### config.mk
export PLATFORM = sky130hd
export DESIGN_NAME = srtf_scheduler_tick_top
export DESIGN_NICKNAME = d
export VERILOG_FILES = /design/src/rtl/srtf_pkg.sv /design/src/rtl/srtf_cell.sv /design/src/rtl/srtf_scheduler_tick_top.sv
export SDC_FILE = /design/constraint.sdc
export NUM_CORES = 2
export LEC_CHECK = 0
export BUFFER_PORTS_ARGS = -buffer_cell sky130_fd_sc_hd__buf_2
export CORE_ASPECT_RATIO = 0.7
export CORE_MARGIN = 5
export CORE_UTILIZATION = 30
export CTS_CLUSTER_DIAMETER = 100
export DETAILED_ROUTE_END_ITERATION = 8
export HOLD_SLACK_MARGIN = 0.15
export PLACE_DENSITY_LB_ADDON = 0.15
export SYNTH_ARGS = -nofsm -noshare
export SYNTH_HDL_FRONTEND = slang
export SYNTH_HIERARCHICAL = 1
export SYNTH_SLANG_ARGS = --single-unit
### constraint.sdc
create_clock -name clk_i -period 7.8 [get_ports clk_i]
set_input_delay 0.39 -clock clk_i [delete_from_list [all_inputs] [get_ports clk_i]]
set_output_delay 0.39 -clock clk_i [all_outputs]
set_load 0.01 [all_outputs]
### src/rtl/srtf_pkg.sv
`timescale 1ns / 1ps
// ----------------------------------------------------------------------------
// SRTF scheduler package
// Field widths and the scan word passed along the cell chain.
// ----------------------------------------------------------------------------
package srtf_pkg;

  localparam int unsigned FieldW = 16;
  localparam int unsigned TimeW  = 32;
  localparam int unsigned PidW   = 5;

  localparam logic [TimeW-1:0] TimeMax = '1;

  // Input word kinds
  localparam logic KindLoad = 1'b0;
  localparam logic KindTick = 1'b1;

  // Running best candidate handed from cell to cell
  typedef struct packed {
    logic              found;    // a ready process has been seen
    logic              pending;  // some loaded process still has work
    logic [FieldW-1:0] rem;      // remaining time of the best so far
  } scan_t;

endpackage

### src/rtl/srtf_cell.sv
`timescale 1ns / 1ps
// ----------------------------------------------------------------------------
// SRTF process cell
// Holds one process slot and folds it into the running best candidate.
// ----------------------------------------------------------------------------
module srtf_cell #(
  parameter int unsigned MAX_PROCS = 16,
  parameter int unsigned IDX       = 0,
  localparam int unsigned IdxW     = (MAX_PROCS > 1) ? $clog2(MAX_PROCS) : 1,
  localparam int unsigned CntW     = $clog2(MAX_PROCS + 1)
) (
  input  logic                          clk_i,
  input  logic                          rst_ni,
  input  logic [srtf_pkg::TimeW-1:0]    time_i,
  input  logic [CntW-1:0]               count_i,
  input  logic                          wr_i,
  input  logic [srtf_pkg::FieldW-1:0]   wr_arr_i,
  input  logic [srtf_pkg::FieldW-1:0]   wr_burst_i,
  input  logic                          dec_i,
  input  logic [IdxW-1:0]               dec_idx_i,
  input  srtf_pkg::scan_t               scan_i,
  input  logic [IdxW-1:0]               idx_i,
  output srtf_pkg::scan_t               scan_o,
  output logic [IdxW-1:0]               idx_o
);

  logic [srtf_pkg::FieldW-1:0] arr_q, arr_d;
  logic [srtf_pkg::FieldW-1:0] rem_q, rem_d;
  srtf_pkg::scan_t             scan_q, scan_d;
  logic [IdxW-1:0]             idx_q, idx_d;
  logic                        loaded, busy, ready, take;

  localparam logic [IdxW-1:0] MyIdx = IdxW'(IDX);
  localparam logic [CntW-1:0] MyCnt = CntW'(IDX);

  // Slot occupancy and eligibility
  assign loaded = MyCnt < count_i;
  assign busy   = loaded && (rem_q != '0);
  assign ready  = busy && ({{(srtf_pkg::TimeW-srtf_pkg::FieldW){1'b0}}, arr_q} <= time_i);
  // strict compare keeps the lower slot on a tie
  assign take   = ready && (!scan_i.found || (rem_q < scan_i.rem));

  // Slot write and one-unit decrement
  always_comb begin
    arr_d = arr_q;
    rem_d = rem_q;
    if (wr_i && (count_i == MyCnt)) begin
      arr_d = wr_arr_i;
      rem_d = wr_burst_i;
    end else if (dec_i && (dec_idx_i == MyIdx)) begin
      rem_d = rem_q - srtf_pkg::FieldW'(1);
    end
  end

  // Candidate merge
  always_comb begin
    scan_d         = scan_i;
    idx_d          = idx_i;
    scan_d.pending = scan_i.pending || busy;
    if (take) begin
      scan_d.found = 1'b1;
      scan_d.rem   = rem_q;
      idx_d        = MyIdx;
    end
  end

  always_ff @(posedge clk_i) begin
    arr_q <= arr_d;
    rem_q <= rem_d;
    idx_q <= idx_d;
  end

  always_ff @(posedge clk_i or negedge rst_ni) begin
    if (!rst_ni) begin
      scan_q <= '0;
    end else begin
      scan_q <= scan_d;
    end
  end

  assign scan_o = scan_q;
  assign idx_o  = idx_q;

endmodule

### src/rtl/srtf_scheduler_tick_top.sv
`timescale 1ns / 1ps
// ----------------------------------------------------------------------------
// SRTF scheduler, tick level
// Shortest-remaining-time-first scheduler built as a chain of process cells.
// ----------------------------------------------------------------------------
//  channel | direction | words
//  --------+-----------+-------------------------------------------
//  in      | sink      | kind, arrival_time, burst_time
//  out     | source    | slot_time, process_id, completed, all_done
//
//  A load word is taken while idle and gives no output word.
//  A tick word is taken in S_IDLE, then in S_SCAN the best candidate
//  ripples through the registered cell chain, and S_FIN commits and
//  registers the result.
//  One word is worked on at a time; loads are still taken while an output
//  word waits. A stalled output holds the commit step until it is taken.
//  Reset clears the fill count, the time counter and the handshake state.
// ----------------------------------------------------------------------------
module srtf_scheduler_tick_top #(
  parameter int unsigned MAX_PROCS = 16
) (
  input  logic                              clk_i,
  input  logic                              rst_ni,
  input  logic                              in_valid_i,
  output logic                              in_ready_o,
  input  logic                              kind_i,
  input  logic [srtf_pkg::FieldW-1:0]       arrival_time_i,
  input  logic [srtf_pkg::FieldW-1:0]       burst_time_i,
  output logic                              out_valid_o,
  input  logic                              out_ready_i,
  output logic [srtf_pkg::TimeW-1:0]        slot_time_o,
  output logic [srtf_pkg::PidW-1:0]         process_id_o,
  output logic                              completed_o,
  output logic                              all_done_o
);

  localparam int unsigned IdxW = (MAX_PROCS > 1) ? $clog2(MAX_PROCS) : 1;
  localparam int unsigned CntW = $clog2(MAX_PROCS + 1);
  localparam logic [CntW-1:0] CntMax  = CntW'(MAX_PROCS);
  localparam logic [CntW-1:0] ScanEnd = CntW'(MAX_PROCS - 1);

  typedef enum logic [1:0] {
    S_IDLE,
    S_SCAN,
    S_FIN
  } state_e;

  state_e                        state_q;
  logic [CntW-1:0]               count_q, count_d;
  logic [CntW-1:0]               scan_cnt_q;
  logic [srtf_pkg::TimeW-1:0]    time_q, time_d;
  logic                          out_valid_q;
  logic [srtf_pkg::TimeW-1:0]    slot_time_q;
  logic [srtf_pkg::PidW-1:0]     process_id_q;
  logic                          completed_q;
  logic                          all_done_q;

  srtf_pkg::scan_t               scan_w [MAX_PROCS+1];
  logic [IdxW-1:0]               idx_w  [MAX_PROCS+1];

  logic                          in_fire, load_fire, tick_fire, fin_fire, wr_en;
  srtf_pkg::scan_t               best;
  logic [IdxW-1:0]               best_idx;
  logic [IdxW:0]                 best_id;

  assign in_ready_o = (state_q == S_IDLE);
  assign in_fire    = in_valid_i && in_ready_o;
  assign load_fire  = in_fire && (kind_i == srtf_pkg::KindLoad);
  assign tick_fire  = in_fire && (kind_i == srtf_pkg::KindTick);
  assign wr_en      = load_fire && (count_q != CntMax);
  assign fin_fire   = (state_q == S_FIN) && (!out_valid_q || out_ready_i);

  assign best     = scan_w[MAX_PROCS];
  assign best_idx = idx_w[MAX_PROCS];
  assign best_id  = {1'b0, best_idx} + (IdxW+1)'(1);

  // Cell chain
  assign scan_w[0] = '0;
  assign idx_w[0]  = '0;

  for (genvar g = 0; g < MAX_PROCS; g++) begin : g_cell
    srtf_cell #(
      .MAX_PROCS (MAX_PROCS),
      .IDX       (g)
    ) u_cell (
      .clk_i      (clk_i),
      .rst_ni     (rst_ni),
      .time_i     (time_q),
      .count_i    (count_q),
      .wr_i       (wr_en),
      .wr_arr_i   (arrival_time_i),
      .wr_burst_i (burst_time_i),
      .dec_i      (fin_fire && best.found),
      .dec_idx_i  (best_idx),
      .scan_i     (scan_w[g]),
      .idx_i      (idx_w[g]),
      .scan_o     (scan_w[g+1]),
      .idx_o      (idx_w[g+1])
    );
  end

  // Fill count and time counter
  always_comb begin
    count_d = count_q;
    time_d  = time_q;
    if (wr_en) begin
      count_d = count_q + CntW'(1);
    end
    if (fin_fire && (best.found || best.pending) && (time_q != srtf_pkg::TimeMax)) begin
      time_d = time_q + srtf_pkg::TimeW'(1);
    end
  end

  // Sequencer and output register
  always_ff @(posedge clk_i or negedge rst_ni) begin
    if (!rst_ni) begin
      state_q     <= S_IDLE;
      scan_cnt_q  <= '0;
      count_q     <= '0;
      time_q      <= '0;
      out_valid_q <= 1'b0;
    end else begin
      count_q <= count_d;
      time_q  <= time_d;
      // output word: raised on commit, dropped once taken
      if (fin_fire) begin
        out_valid_q <= 1'b1;
      end else if (out_ready_i) begin
        out_valid_q <= 1'b0;
      end
      case (state_q)
        S_IDLE: begin
          if (tick_fire) begin
            state_q    <= S_SCAN;
            scan_cnt_q <= '0;
          end
        end
        S_SCAN: begin
          scan_cnt_q <= scan_cnt_q + CntW'(1);
          if (scan_cnt_q == ScanEnd) begin
            state_q <= S_FIN;
          end
        end
        S_FIN: begin
          if (fin_fire) begin
            state_q <= S_IDLE;
          end
        end
        default: begin
          state_q <= S_IDLE;
        end
      endcase
    end
  end

  // Result word
  always_ff @(posedge clk_i) begin
    if (fin_fire) begin
      slot_time_q  <= time_q;
      process_id_q <= best.found ? srtf_pkg::PidW'(best_id) : '0;
      completed_q  <= best.found && (best.rem == srtf_pkg::FieldW'(1));
      all_done_q   <= !best.found && !best.pending;
    end
  end

  assign out_valid_o  = out_valid_q;
  assign slot_time_o  = slot_time_q;
  assign process_id_o = process_id_q;
  assign completed_o  = completed_q;
  assign all_done_o   = all_done_q;

endmodule

==> reports/metrics.cfg <==
[timing]
min_period_ps = 4130
fin_crit_sh_pct = 52.9
holdWs_ps = 221
hold_viol = 0
setup_viol = 0
tightest_slew_ps = 1280
max_freq_mhz = 242
fin_skew_ps = 25.1
tns_ps = 0
report.final.slew_viol_count = 0
rsz0062_at_grt = no
relSlewSlack_pct = 14.1

[power_and_ir_drop]
vdd_drop_max_mv = 0.189
intPower_mw = 10.9
comb_power_share_pct = 26.2
clkPwrFrac_pct = 30.5
p_sw_mw = 4.88
power_density_nw_per_um2 = 266
p_leak_nw = 22.7
seqPwrFrac_pct = 43.2
p_sw_share_pct = 31.0

[critical_path]
crit_type = reg -> reg
cp-end-kind = register
worstPathArrival_ps = 4510
crit_fanout = 30
start_kind = register
cp.required_ps = 8180

[synth]
synth.top_cell.area_share_pct = 31.5
ys_ff_latch = 948
syn_avg_cell_area_um2 = 11.3
synth_area_leaders = edfxtp_1 (32%), dfrtp_1 (16%), ha_1 (12%)
yosys-top-cells-count = inv_1 (572), edfxtp_1 (551), ha_1 (518), nand2_1 (346), dfrtp_1 (333)
synth_area_um2 = 52500
yosysWarnings = 6
synthFlopType = edfxtp_1
yosysSeqAreaShare_pct = 49.9
yosys.cell_types.count = 114
synth.most_common_cell = inv_1
synth_edf_count = 551
synth_cells = 4647
ys_async_sr_fraction_pct = 35.1
yosys.area.top_type = edfxtp_1

[cts]
clk_latency_ps = 700
clockBufferDepth = 3
ctsHoldBuffers = 4
ctsResizeCount = 0
htreeDepth = 3
clock-root-buffer = clkbuf_16
clock_sinks = 948
numCtsBuffers = 99
cts_tree = built
clkTransAtPathRegs_ps = 60
cts_setup_buffers = 0

[drt]
drt_iter0_drc = 2857
route.detailed.drc = 0
wire_per_inst_um = 20.9
ant_nets = 0
wl_mm = 152
avgViaCountPerCell = 4.85
vias = 35238
dr.pass1.iters = 5

[grt]
grt_pass1_vias = 34303
grt.total_usage_pct = 16.3
grt_pass1_wl_mm = 227
globalRouteOverflowTotal = 0
grt_max_degree = 136
antenna_found_initial = 14

[finish]
nFillCells = 17537
fin_util_pct = 34.0
synthToLayoutAreaGrowth_pct = 12.9
regArea_um2 = 26200
final_layout_size_suffix_gt1_share_pct = 12.8
nets = 5393
multi_input_area_um2 = 23800

[die]
die_w_um = 510
start_util_pct = 30.2
pin_count = 78
placementRows = 128
die_y_um = 360
fp.coreArea_um2 = 174000
die_area_um2 = 183000

[job]
drv_cap = 0

[place]
port_buffers = 77
post-dp-hpwl_mm = 103
globalplace.congestion = 0.788

[run_status]
status = finished, final reports clean

[min_path]
hold_path.class = in -> reg

[registers in the layout (all words and copies together) (netlist names)]
signal                cells
all_done_o                1
completed_o               1
count_q                   5
g_cell.u_cell/arr_q     256
g_cell.u_cell/idx_o      64
g_cell.u_cell/rem_q     256
g_cell.u_cell/scan_o    288
out_valid_o               1
process_id_o              5
scan_cnt_q                5
slot_time_o              32
state_q                   2
time_q                   32
[stage by stage]
stage,cell area (um^2),setup WS [ps],power (mW),cells
after floorplan,52600,3720,9.71,4684
final,59200,3670,15.8,7266
after global placement,55900,3840,11.0,7073
after detailed placement,55900,3760,11.1,7073
after global routing,59200,3400,16.7,7264
after CTS,59200,3720,16.0,7262
[layout by cell type, fill, tap and decap left out, types with 24 or more instances in the layout]
cell	Yosys	routed
buf_4	2	55
inv_1	572	572
nand2_1	346	346
edfxtp_1	551	551
xor2_1	68	68
a31oi_1	25	24
xnor2_1	156	156
o21ai_1	31	34
ha_1	518	518
nor3_1	85	80
or2_2	28	28
dfxtp_1	64	64
mux2_1	36	36
mux2_4	110	110
o21ai_0	234	231
buf_2	1	76
nand2b_1	50	50
clkbuf_16	0	106
dfrtp_1	333	333
a21o_1	45	45
conb_1	1	38
nor2_1	207	206
nand4_1	102	102
nand3_1	62	62
mux2i_1	30	30
nor4_1	132	132
and4_1	35	34
mux2_2	95	95
a21oi_1	253	253
nor2b_1	60	60
[critical path: stages, from the launching register on]
cell	delay (ps)
dfrtp_1	320
buf_4	320
inv_1	130
ha_1	230
a31oi_2	190
buf_4	360
nand4_1	810
inv_1	1160
o21ai_0	250
[logic make-up (layout without fill, tap and decap cells)]
group	after synthesis	after routing	share of synthesized area, %
DFF	948	948	49.9
muxes	271	271	6.53
xor gates and xnor gates	224	224	3.74
and+or+nand+nor	1260	1260	12.9
adders and majority gates	518	518	12.4
buffers and inverters	658	896	5.19
other	1	42	0.00715
AOI/OAI and AO/OA	767	767	9.42
[power groups by stage]
stage | logic, mW | registers [mW] | clock network [mW]
3_3_place_gp | 4.07 | 6.96 | 0
5_1_grt | 4.63 | 6.91 | 5.19
2_1_floorplan | 3.05 | 6.66 | 0
6_report | 4.14 | 6.82 | 4.82
3_5_place_dp | 4.16 | 6.93 | 0
4_1_cts | 4.19 | 6.83 | 4.98
[metal layers]
layer / vias up / global-route usage (%) / share of wire, %
met4: 2 / 4.07 / 2.4
li1: 17104 / - / -
met2: 738 / 24.1 / 42
met5: - / 0 / 0.0086
met3: 204 / 2.48 / 4.8
met1: 17190 / 24.8 / 50
[final timing paths]
check,startpoint,end,slack [ps],cells after the start
min in group asynchronous,rst_ni,g_cell[15].u_cell/scan_o[6],250,2
worst max register to register,count_q[0],g_cell[4].u_cell/rem_q[12],3670,8
worst max-delay path,count_q[0],g_cell[4].u_cell/rem_q[12],3670,8
worst min-delay path,arrival_time_i[15],g_cell[0].u_cell/arr_q[15],220,1
worst min register to register,g_cell[14].u_cell/idx_o[2],g_cell[15].u_cell/idx_o[2],410,1
max in group asynchronous,rst_ni,g_cell[5].u_cell/scan_o[2],6160,3
[layout make-up]
type / instances / share of cell area [%]
antenna: 4 / 0.0169
clock buffer: 141 / 4.91
clock inverter: 44 / 0.552
inverter: 573 / 3.63
multi-input combinational: 3078 / 40.3
sequential: 948 / 44.2
tap: 2340 / 4.95
timing repair buffer: 138 / 1.50
No activity file was read; power rests on OpenSTA's default activity.
